File: src/hw/rtl/device_slot_tracker_defines.svh
// Assertion helpers for the device slot tracker.
// Each macro expects clk and rst_n in scope.
`ifndef DEVICE_SLOT_TRACKER_DEFINES_SVH
`define DEVICE_SLOT_TRACKER_DEFINES_SVH

// Same-cycle implication, masked during reset.
`define DST_ASSERT_HOLDS(lbl, cond, cons) \
    lbl: assert property (@(posedge clk) disable iff (!rst_n) (cond) |-> (cons)) \
        else $error("device_slot_tracker: check failed");

// Next-cycle implication, masked during reset.
`define DST_ASSERT_NEXT(lbl, cond, cons) \
    lbl: assert property (@(posedge clk) disable iff (!rst_n) (cond) |=> (cons)) \
        else $error("device_slot_tracker: check failed");

`endif

File: src/hw/rtl/dst_pkg.sv
package dst_pkg;

    localparam int SLOT_COUNT_DEF = 4;
    localparam int SLOT_MAX       = 16;
    localparam int SLOT_IDX_MAX_W = 4;

    localparam logic [31:0]        TIMEOUT_RESET = 32'd480000;
    localparam logic signed [7:0]  RSSI_NONE     = -8'sd100;

    localparam logic [1:0] CMD_ADVERT = 2'd0;
    localparam logic [1:0] CMD_SWEEP  = 2'd1;
    localparam logic [1:0] CMD_SELECT = 2'd2;

    localparam logic [2:0] OUTCOME_ADDR_MATCH = 3'd0;
    localparam logic [2:0] OUTCOME_ID_MATCH   = 3'd1;
    localparam logic [2:0] OUTCOME_NEW_SLOT   = 3'd2;
    localparam logic [2:0] OUTCOME_DROPPED    = 3'd3;
    localparam logic [2:0] OUTCOME_NO_ADVERT  = 3'd4;

    typedef struct packed {
        logic [1:0]         command;
        logic [31:0]        now_ms;
        logic [47:0]        link_address;
        logic [7:0]         address_type;
        logic [31:0]        device_id;
        logic [7:0]         sender_role;
        logic signed [7:0]  signal_strength;
        logic [63:0]        status_payload;
        logic [1:0]         slot_choice;
    } item_t;

    typedef struct packed {
        logic [1:0]         slot_used;
        logic [2:0]         outcome;
        logic               selected_hit;
        logic [1:0]         selected_slot;
        logic [3:0]         retired_mask;
        logic [2:0]         live_slots;
        logic               none_active;
        logic signed [7:0]  selected_rssi;
        logic [63:0]        selected_payload;
    } result_t;

    // Table update for one committed item.
    typedef struct packed {
        logic                      wr_en;
        logic [SLOT_IDX_MAX_W-1:0] wr_idx;
        logic [SLOT_MAX-1:0]       retire;
    } tbl_upd_t;

endpackage

File: src/hw/rtl/dst_slot_table.sv
module dst_slot_table #(
    parameter int SLOT_COUNT = dst_pkg::SLOT_COUNT_DEF,
    localparam int IDX_W = (SLOT_COUNT > 1) ? $clog2(SLOT_COUNT) : 1
) (
    input  logic                    clk,
    input  logic                    rst_n,
    input  logic                    commit,
    input  dst_pkg::tbl_upd_t       upd,
    input  dst_pkg::item_t          item,
    output logic [SLOT_COUNT-1:0]   active,
    output logic [47:0]             slot_addr [SLOT_COUNT],
    output logic [31:0]             slot_id [SLOT_COUNT],
    output logic [7:0]              slot_role [SLOT_COUNT],
    output logic signed [7:0]       slot_rssi [SLOT_COUNT],
    output logic [63:0]             slot_payload [SLOT_COUNT],
    output logic [31:0]             slot_seen [SLOT_COUNT]
);

    logic [SLOT_COUNT-1:0]  active_reg;
    logic [SLOT_COUNT-1:0]  active_next;
    logic [SLOT_COUNT-1:0]  wr_onehot;
    logic [IDX_W-1:0]       wr_idx;

    logic [47:0]            slot_addr_reg [SLOT_COUNT];
    logic [7:0]             slot_type_reg [SLOT_COUNT];
    logic [31:0]            slot_id_reg [SLOT_COUNT];
    logic [7:0]             slot_role_reg [SLOT_COUNT];
    logic signed [7:0]      slot_rssi_reg [SLOT_COUNT];
    logic [63:0]            slot_payload_reg [SLOT_COUNT];
    logic [31:0]            slot_seen_reg [SLOT_COUNT];

    assign wr_idx = upd.wr_idx[IDX_W-1:0];

    always_comb
    begin
        wr_onehot = '0;
        if (upd.wr_en)
        begin
            wr_onehot[wr_idx] = 1'b1;
        end
        active_next = (active_reg & ~upd.retire[SLOT_COUNT-1:0]) | wr_onehot;
    end

    always_ff @(posedge clk or negedge rst_n)
    begin
        if (!rst_n)
        begin
            active_reg <= '0;
        end
        else if (commit)
        begin
            active_reg <= active_next;
        end
    end

    // Entry contents: no reset, only read while the slot is active.
    always_ff @(posedge clk)
    begin
        if (commit && upd.wr_en)
        begin
            slot_addr_reg[wr_idx]    <= item.link_address;
            slot_type_reg[wr_idx]    <= item.address_type;
            slot_id_reg[wr_idx]      <= item.device_id;
            slot_role_reg[wr_idx]    <= item.sender_role;
            slot_rssi_reg[wr_idx]    <= item.signal_strength;
            slot_payload_reg[wr_idx] <= item.status_payload;
            slot_seen_reg[wr_idx]    <= item.now_ms;
        end
    end

    assign active       = active_reg;
    assign slot_addr    = slot_addr_reg;
    assign slot_id      = slot_id_reg;
    assign slot_role    = slot_role_reg;
    assign slot_rssi    = slot_rssi_reg;
    assign slot_payload = slot_payload_reg;
    assign slot_seen    = slot_seen_reg;

endmodule

File: src/hw/rtl/dst_step.sv
module dst_step #(
    parameter int SLOT_COUNT = dst_pkg::SLOT_COUNT_DEF,
    localparam int IDX_W = (SLOT_COUNT > 1) ? $clog2(SLOT_COUNT) : 1
) (
    input  dst_pkg::item_t          item,
    input  logic [31:0]             age_limit,
    input  logic [IDX_W-1:0]        selected,
    input  logic [SLOT_COUNT-1:0]   active,
    input  logic [47:0]             slot_addr [SLOT_COUNT],
    input  logic [31:0]             slot_id [SLOT_COUNT],
    input  logic [7:0]              slot_role [SLOT_COUNT],
    input  logic signed [7:0]       slot_rssi [SLOT_COUNT],
    input  logic [63:0]             slot_payload [SLOT_COUNT],
    input  logic [31:0]             slot_seen [SLOT_COUNT],
    output dst_pkg::tbl_upd_t       upd,
    output logic [IDX_W-1:0]        selected_next,
    output dst_pkg::result_t        res
);

    logic [SLOT_COUNT-1:0]  addr_hit;
    logic [SLOT_COUNT-1:0]  id_hit;
    logic [SLOT_COUNT-1:0]  stale;
    logic [SLOT_COUNT-1:0]  expire;
    logic [SLOT_COUNT-1:0]  active_next;
    logic [IDX_W-1:0]       wr_idx;

    // Lowest set bit of a slot vector.
    function automatic logic [IDX_W-1:0] first_set(input logic [SLOT_COUNT-1:0] v);
        logic [IDX_W-1:0] r;
        r = '0;
        for (int i = SLOT_COUNT - 1; i >= 0; i--)
        begin
            if (v[i])
            begin
                r = IDX_W'(i);
            end
        end
        return r;
    endfunction

    // Per-slot compares, all in parallel.
    always_comb
    begin
        logic [31:0] age;
        age = '0;
        for (int i = 0; i < SLOT_COUNT; i++)
        begin
            addr_hit[i] = active[i] && (slot_addr[i] == item.link_address);
            id_hit[i]   = active[i] && (slot_id[i] == item.device_id)
                          && (slot_role[i] == item.sender_role);
            age         = item.now_ms - slot_seen[i];
            stale[i]    = active[i] && (age > age_limit);
        end
    end

    always_comb
    begin
        upd           = '0;
        res           = '0;
        res.outcome   = dst_pkg::OUTCOME_NO_ADVERT;
        wr_idx        = '0;
        expire        = '0;
        active_next   = active;
        selected_next = selected;

        case (item.command)
            dst_pkg::CMD_ADVERT:
            begin
                upd.wr_en = 1'b1;
                if (|addr_hit)
                begin
                    wr_idx      = first_set(addr_hit);
                    res.outcome = dst_pkg::OUTCOME_ADDR_MATCH;
                end
                else if (|id_hit)
                begin
                    wr_idx      = first_set(id_hit);
                    res.outcome = dst_pkg::OUTCOME_ID_MATCH;
                end
                else if (|(~active))
                begin
                    wr_idx      = first_set(~active);
                    res.outcome = dst_pkg::OUTCOME_NEW_SLOT;
                end
                else
                begin
                    upd.wr_en   = 1'b0;
                    res.outcome = dst_pkg::OUTCOME_DROPPED;
                end
                if (upd.wr_en)
                begin
                    active_next[wr_idx] = 1'b1;
                    res.slot_used       = 2'(wr_idx);
                    res.selected_hit    = (wr_idx == selected);
                end
            end
            dst_pkg::CMD_SWEEP:
            begin
                if (age_limit != '0)
                begin
                    expire = stale;
                end
                active_next = active & ~expire;
                if (|expire)
                begin
                    if (active_next == '0)
                    begin
                        res.none_active = 1'b1;
                    end
                    else if (!active_next[selected])
                    begin
                        selected_next = first_set(active_next);
                    end
                end
            end
            dst_pkg::CMD_SELECT:
            begin
                if (int'(item.slot_choice) < SLOT_COUNT)
                begin
                    selected_next    = IDX_W'(item.slot_choice);
                    res.selected_hit = active[IDX_W'(item.slot_choice)];
                end
            end
            default:
            begin
            end
        endcase

        upd.wr_idx = dst_pkg::SLOT_IDX_MAX_W'(wr_idx);
        upd.retire = dst_pkg::SLOT_MAX'(expire);

        res.selected_slot = 2'(selected_next);
        res.retired_mask  = 4'(expire);
        res.live_slots    = 3'($countones(active_next));

        // Selected slot contents after this step; bypass a fresh write.
        if (active_next[selected_next])
        begin
            if (upd.wr_en && (wr_idx == selected_next))
            begin
                res.selected_rssi    = item.signal_strength;
                res.selected_payload = item.status_payload;
            end
            else
            begin
                res.selected_rssi    = slot_rssi[selected_next];
                res.selected_payload = slot_payload[selected_next];
            end
        end
        else
        begin
            res.selected_rssi    = dst_pkg::RSSI_NONE;
            res.selected_payload = '0;
        end
    end

endmodule

File: src/hw/rtl/device_slot_tracker.sv
// Device slot tracker: a table of SLOT_COUNT tracked radio devices, updated by
// advert, sweep and select commands, one result per accepted command. An item
// is registered on input, decided in one pass of parallel per-slot compares
// (address, id and role, wrapping age against age_limit) and written to the
// result register once that register is free or being drained; one item per
// cycle is sustained while results are taken. The table itself lives in
// flip-flops; its entry contents have no reset and are only consulted while
// their active bit is set. age_limit is written over the cfg channel, which
// is always ready; write it only while no command is in flight. An age limit
// of zero turns the sweep into a no-op.
`include "device_slot_tracker_defines.svh"

module device_slot_tracker #(
    parameter int SLOT_COUNT = dst_pkg::SLOT_COUNT_DEF
) (
    input  logic               clk,
    input  logic               rst_n,

    input  logic               cfg_valid,
    output logic               cfg_ready,
    input  logic [31:0]        age_limit,

    input  logic               in_valid,
    output logic               in_ready,
    input  logic [1:0]         command,
    input  logic [31:0]        now_ms,
    input  logic [47:0]        link_address,
    input  logic [7:0]         address_type,
    input  logic [31:0]        device_id,
    input  logic [7:0]         sender_role,
    input  logic signed [7:0]  signal_strength,
    input  logic [63:0]        status_payload,
    input  logic [1:0]         slot_choice,

    output logic               out_valid,
    input  logic               out_ready,
    output logic [1:0]         slot_used,
    output logic [2:0]         outcome,
    output logic               selected_hit,
    output logic [1:0]         selected_slot,
    output logic [3:0]         retired_mask,
    output logic [2:0]         live_slots,
    output logic               none_active,
    output logic signed [7:0]  selected_rssi,
    output logic [63:0]        selected_payload
);

    localparam int IDX_W = (SLOT_COUNT > 1) ? $clog2(SLOT_COUNT) : 1;

    logic                   in_valid_reg;
    dst_pkg::item_t         item_reg;
    logic                   out_valid_reg;
    dst_pkg::result_t       res_reg;
    logic [IDX_W-1:0]       selected_reg;
    logic [31:0]            timeout_reg;

    logic                   advance;
    dst_pkg::tbl_upd_t      upd;
    dst_pkg::result_t       res_next;
    logic [IDX_W-1:0]       selected_next;
    logic [SLOT_COUNT-1:0]  active;

    logic [47:0]            slot_addr [SLOT_COUNT];
    logic [31:0]            slot_id [SLOT_COUNT];
    logic [7:0]             slot_role [SLOT_COUNT];
    logic signed [7:0]      slot_rssi [SLOT_COUNT];
    logic [63:0]            slot_payload [SLOT_COUNT];
    logic [31:0]            slot_seen [SLOT_COUNT];

    // Move the held item into the result register when that register is free
    // or being drained this cycle; the input stage refills in the same cycle.
    assign advance   = in_valid_reg && (!out_valid_reg || out_ready);
    assign in_ready  = !in_valid_reg || advance;
    assign cfg_ready = 1'b1;

    always_ff @(posedge clk or negedge rst_n)
    begin
        if (!rst_n)
        begin
            in_valid_reg  <= 1'b0;
            out_valid_reg <= 1'b0;
            selected_reg  <= '0;
            timeout_reg   <= dst_pkg::TIMEOUT_RESET;
        end
        else
        begin
            if (in_ready)
            begin
                in_valid_reg <= in_valid;
            end
            if (advance)
            begin
                out_valid_reg <= 1'b1;
                selected_reg  <= selected_next;
            end
            else if (out_ready)
            begin
                out_valid_reg <= 1'b0;
            end
            if (cfg_valid)
            begin
                timeout_reg <= age_limit;
            end
        end
    end

    // Payload registers: hold unless a transfer moves them.
    always_ff @(posedge clk)
    begin
        if (in_valid && in_ready)
        begin
            item_reg.command         <= command;
            item_reg.now_ms          <= now_ms;
            item_reg.link_address    <= link_address;
            item_reg.address_type    <= address_type;
            item_reg.device_id       <= device_id;
            item_reg.sender_role     <= sender_role;
            item_reg.signal_strength <= signal_strength;
            item_reg.status_payload  <= status_payload;
            item_reg.slot_choice     <= slot_choice;
        end
        if (advance)
        begin
            res_reg <= res_next;
        end
    end

    dst_slot_table #(
        .SLOT_COUNT (SLOT_COUNT)
    ) u_table (
        .clk          (clk),
        .rst_n        (rst_n),
        .commit       (advance),
        .upd          (upd),
        .item         (item_reg),
        .active       (active),
        .slot_addr    (slot_addr),
        .slot_id      (slot_id),
        .slot_role    (slot_role),
        .slot_rssi    (slot_rssi),
        .slot_payload (slot_payload),
        .slot_seen    (slot_seen)
    );

    dst_step #(
        .SLOT_COUNT (SLOT_COUNT)
    ) u_step (
        .item          (item_reg),
        .age_limit     (timeout_reg),
        .selected      (selected_reg),
        .active        (active),
        .slot_addr     (slot_addr),
        .slot_id       (slot_id),
        .slot_role     (slot_role),
        .slot_rssi     (slot_rssi),
        .slot_payload  (slot_payload),
        .slot_seen     (slot_seen),
        .upd           (upd),
        .selected_next (selected_next),
        .res           (res_next)
    );

    assign out_valid        = out_valid_reg;
    assign slot_used        = res_reg.slot_used;
    assign outcome          = res_reg.outcome;
    assign selected_hit     = res_reg.selected_hit;
    assign selected_slot    = res_reg.selected_slot;
    assign retired_mask     = res_reg.retired_mask;
    assign live_slots       = res_reg.live_slots;
    assign none_active      = res_reg.none_active;
    assign selected_rssi    = res_reg.selected_rssi;
    assign selected_payload = res_reg.selected_payload;

    // A committed advert leaves its slot active.
    `DST_ASSERT_NEXT(a_write_sets_active, advance && upd.wr_en,
        active[$past(upd.wr_idx[IDX_W-1:0])])
    // A result reporting an empty table matches the table it left behind.
    `DST_ASSERT_HOLDS(a_none_means_empty, out_valid_reg && res_reg.none_active,
        active == '0)
    // The reported count tracks the live active bits while the result is held.
    `DST_ASSERT_HOLDS(a_count_tracks, out_valid_reg,
        res_reg.live_slots == 3'($countones(active)))
    // The selection never points past the table.
    `DST_ASSERT_HOLDS(a_selected_range, 1'b1, int'(selected_reg) < SLOT_COUNT)

endmodule
File: config.mk
export PLATFORM = sky130hd
export DESIGN_NAME = device_slot_tracker
export DESIGN_NICKNAME = d
export VERILOG_FILES = /design/src/hw/rtl/dst_pkg.sv /design/src/hw/rtl/dst_slot_table.sv /design/src/hw/rtl/dst_step.sv /design/src/hw/rtl/device_slot_tracker.sv
export VERILOG_INCLUDE_DIRS = /design/src /design/src/hw/rtl
export SDC_FILE = /design/constraint.sdc
export NUM_CORES = 2
export LEC_CHECK = 0
export BUFFER_PORTS_ARGS = -buffer_cell sky130_fd_sc_hd__clkbuf_2
export CAP_MARGIN = 10
export CORE_ASPECT_RATIO = 1.4
export CORE_MARGIN = 1
export CORE_UTILIZATION = 50
export CTS_BUF_LIST = sky130_fd_sc_hd__clkbuf_16
export CTS_CLUSTER_DIAMETER = 100
export DETAILED_ROUTE_END_ITERATION = 10
export PLACE_DENSITY = 0.67
export REMOVE_ABC_BUFFERS = 1
export SLEW_MARGIN = 30
export SYNTH_ARGS = -nofsm -noshare
export SYNTH_HDL_FRONTEND = slang
export SYNTH_SLANG_ARGS = --single-unit
export TNS_END_PERCENT = 100
File: constraint.sdc
create_clock -name clk -period 50.8 [get_ports clk]
set_input_delay 7.62 -clock clk [delete_from_list [all_inputs] [get_ports clk]]
set_output_delay 7.62 -clock clk [all_outputs]
set_load 0.005 [all_outputs]
* Word-level counts from Yosys, hierarchy flattened *
Cells that the tools add are included.

storage, ports and cells
  flip-flop bits (word level) = 1092
  input bits = 241
  output and inout bits = 91
  word-level logic and storage cells = 209

operators by class
  add/subtract/negate cells = 7
  magnitude comparators = 14
  eq/ne operators = 16
  multiplexer cells = 75
  bitwise operators = 10
  reductions and logical operators = 39

operator list
  kind                                        number
  128-bit bitwise mux                         2
  256-bit bitwise mux                         1
  192-bit bitwise mux                         1
  48-bit == test                              4
  64-bit two-way mux                          3
  64-bit binary-select mux with 2-bit select  1
  64-bit demux with 2-bit select              1
  32-bit == test                              4
  32-bit greater-than comparator              4
  32-bit subtractor                           4
  48-bit demux with 2-bit select              1
  72-bit two-way mux                          1
  32-bit bitwise mux                          2
  32-bit demux with 2-bit select              1
  2-bit two-way mux                           24
  48-bit two-way mux                          1
  8-bit == test                               4
  32-bit two-way mux                          1
  32-bit nonzero test                         1
  8-bit two-way mux                           3
  1-bit logical AND                           23
  4-bit two-way mux                           5
  8-bit binary-select mux with 2-bit select   1
  8-bit demux with 2-bit select               1
  30 further kinds                            67

* Longest topological paths before layout *
  depth in word-level cells = 20
  gate-level depth with buffers = 34
  gate-level depth less buffers = 31

* Cells and area by module *
Synthesis repeated with hierarchy kept, for this count alone.

second synthesis, totals
  cells, all modules = 3635
  area, all modules = 50808.7 um^2

modules (own cells, without submodules)
  module               times used  cells an instance  area each (um^2)
  dst_slot_table       1           784                23248.5
  dst_step             1           2476               17264.1
  device_slot_tracker  1           375                10296.1

* Worst setup path after synthesis *
OpenSTA, ideal clock, no wires.

  path type = in2reg
  start point = in out_ready
  end point = reg u_table.slot_addr_reg, in the netlist u_table.slot_addr[48], enable pin
  arrival time = 26.133 ns
  required time = 49.584 ns
  setup slack = 23.452 ns
  stages = 3
  cells stage by stage = nand2b_1 nand2_1 nor4_1

between the ends
  cells in the longest elaborated chain, start to end = 3

ends and longest elaborated chain
  what                           RTL line                   text
  start, declared                device_slot_tracker.sv:36  input logic out_ready,
  1-bit logical OR               device_slot_tracker.sv:72  assign advance = in_valid_reg && (!out_valid_reg || out_ready);
  1-bit logical AND              device_slot_tracker.sv:72
  1-bit logical AND              dst_slot_table.sv:59       if (commit && upd.wr_en)
  end signal, assigned by index  dst_slot_table.sv:61       slot_addr_reg[wr_idx] <= item.link_address;
  end, declared                  dst_slot_table.sv:24       logic [47:0] slot_addr_reg [SLOT_COUNT];

No other way between the ends.
A chain may end at the register's enable or synchronous reset.

* Worst setup path after layout *
  start point = in out_ready
  end point = out in_ready

between the ends
  cells in the longest elaborated chain, start to end = 3

ends and longest elaborated chain
  what               RTL line                   text
  1-bit logical OR   device_slot_tracker.sv:72
  1-bit logical AND  device_slot_tracker.sv:72
  1-bit logical OR   device_slot_tracker.sv:73  assign in_ready = !in_valid_reg || advance;
  end, declared      device_slot_tracker.sv:24  output logic in_ready,

No other way between the ends.

==> metrics <==
vias in the first global route=28900; FF-to-FF Start=item_reg[170]; dpl ws=35.16 ns; yosys synthesis warning count=0; worst reg2reg path depth=31; PnR Total Power=2.41 mW; Syn Area/Cell=14.6 um^2; Reg area=0.0326 mm^2; multiplexer area fraction after synthesis=4.44%; Vias=28900; slowest stage delay, CP=0.19 ns; cell area after synthesis=0.0503 mm^2; area leader, netlist=edfxtp_1; compound-gate portion of the synthesized area=7.22%; origin of the worst setup path=out_ready; Post-DRT Antenna Nets=0; Placer Congestion=0.905; PnR worst setup slack=35.15 ns; total gr overflow=0; Critical Path AT=8.03 ns; Worst-path clk slew=0.06 ns; share of cells above drive strength 1=14.1%; crit start category=primary input; top-count cell post-synth=edfxtp_1; leakage=22.4 nW; vias per inst=5.52; largest family of logic cells by synthesized area=XOR/XNOR gates; Mapped Cells=3437; Commonest cells post-synth=edfxtp_1, ha_1, xor2_1; filler cell count=7913; nets=4329; post-DR wirelength/cell=21.4 um; Max Fclk=0.0639 GHz; die width=270 um; data required time at the worst endpoint=43.18 ns; CP top delay family=buffers and inverters; RSZ-0062 raised after global routing=no; dominant synthesized flop cell=edfxtp_1; post-synth cell types=94; r2r endpoint=selected_rssi[7]; status=finished clean; Worst path most repeated cell=clkbuf_2; max_cap viols=0; CP cell instances=clkbuf_2, nand3b_1, clkbuf_2; total negative slack=0 ns; Tcrit/Tclk final=30.8%; clock sink count=1092; power per cell area=42.2 mW/mm^2; largest net degree at the start of global routing=151; Max VDD drop=0.0343 mV; H-tree levels=3; post-DP HPWL=74800 um; initial antenna violation count=7; register area share after synthesis=64.8%; post-cts resize count=0; xor-xnor portion of the synthesized cell area=7.81%; ys async rst share=3.66%; synth top area cells=edfxtp_1, ha_1, mux2i_1; crit path time final=15.65 ns; Setup CP Type=in2out; Slew HR=22.9%; I/O pin count=332; DIE HEIGHT=377 um; worst slew pin tran=1.16 ns; TritonRoute pass-1 iters=5; Hold Violations, Final=0; Pins Over Slew Limit=0; Max FO, Critical Path=3; share of Yosys cell area claimed by the top area cell type=62.8%; Worst Hold Class=reg2reg; Synth Area in Adders=6.61%; CP max-delay cell=nand3b_1; All-Layer GR Usage=22.1%; Rows=137; Synth Register Bits=1092; # port buffers=322; Worst Setup EP=in_ready; Crit path depth=3; Starting Density=50.4%; Post-CTS Hold Buffers=0; final wirelength=112000 um; Final Setup Violations=0; drt first-iter violations=1961; # DRC=0; area share of and/or/nand/nor cells after synthesis=6.67%; CTS Buf Count=106; Die Area=0.102 mm^2; Bufs and invs on worst path=2; maximum clock path buffer count=3; crit end category=output pin; CTS tree=done; clock root cell=clkbuf_16; clk_lat worst skew=0.72 ns; Largest register FFs=256; postcts setup bufs=0; Post-synth EDFFs=1052; reg-to-reg slack, setup=40.03 ns; area of the multi-input gates=0.0165 mm^2; core area=0.0998 mm^2; first-pass GRT wire length=170000 um; Worst Clk Skew=0.0541 ns; synthesis-to-layout area growth=13.6%
-- where the power goes --
group	switching [mW]	total, mW	internal, mW
Combinational	0.273	0.474	0.201
Sequential	0.0493	1.13	1.08
Clock	0.343	0.809	0.465
Total	0.665	2.41	1.75
-- placed cells by master, fill, tap and decap left out, types with 88 or more instances in the layout --
| master | instances |
|---|---|
| clkbuf_2 | 320 |
| xor2_1 | 227 |
| mux2i_1 | 214 |
| nand2b_1 | 88 |
| edfxtp_1 | 1052 |
| clkbuf_16 | 108 |
| xnor2_1 | 222 |
| ha_1 | 258 |
| inv_1 | 235 |
| a21oi_1 | 104 |
| nand2_1 | 102 |
-- metrics by stage --
| step | hold WS, ns | utilization (%) | instance area, um^2 | instances |
|---|---|---|---|---|
| finish | 0.494 | 57.3 | 57200 | 5240 |
| global route | 0.514 | 57.3 | 57200 | 5239 |
| CTS | 0.494 | 57.2 | 57100 | 5236 |
| detailed placement | 0.481 | 53.6 | 53400 | 5034 |
| global placement | 0.468 | 53.5 | 53400 | 5033 |
| floorplan | 0.457 | - | 49900 | 3370 |
-- per-layer routing --
layer | share of wire [%] | wire length, um | GRT usage, %
met3 | 4.5 | 5000 | 2.98
met4 | 3.0 | 3370 | 8.39
met1 | 42 | 47300 | 28.1
met5 | 0.024 | 27 | 0
met2 | 50 | 56600 | 38.2
-- logic make-up after synthesis --
group,count (synthesis)
DFF,1092
and+or+nand+nor,621
AOI/OAI and AO/OA,507
xor gates and xnor gates,449
buffers and inverters,283
adders and majority gates,263
muxes,221
other,1
-- how the worst min path moves through the flow --
stage,start,endpoint,depth (start not counted)
after global placement,in_valid_reg,out_valid,1
after detailed placement,in_valid_reg,out_valid,1
after floorplan,in_valid_reg,out_valid,1
after global routing,in_valid_reg,out_valid,1
final,in_valid_reg,out_valid,1
after CTS,in_valid_reg,out_valid,1
-- layout make-up --
cell class / instances / area share, %
Clock buffer: 108 / 4.73
Sequential cell: 1092 / 57.0
Clock inverter: 94 / 1.62
Antenna cell: 1 / 0.00438
Timing Repair Buffer: 347 / 3.38
Multi-Input combinational cell: 2062 / 28.9
Inverter: 216 / 1.42
Tap cell: 1320 / 2.89
No activity file was read; power rests on OpenSTA's default activity.
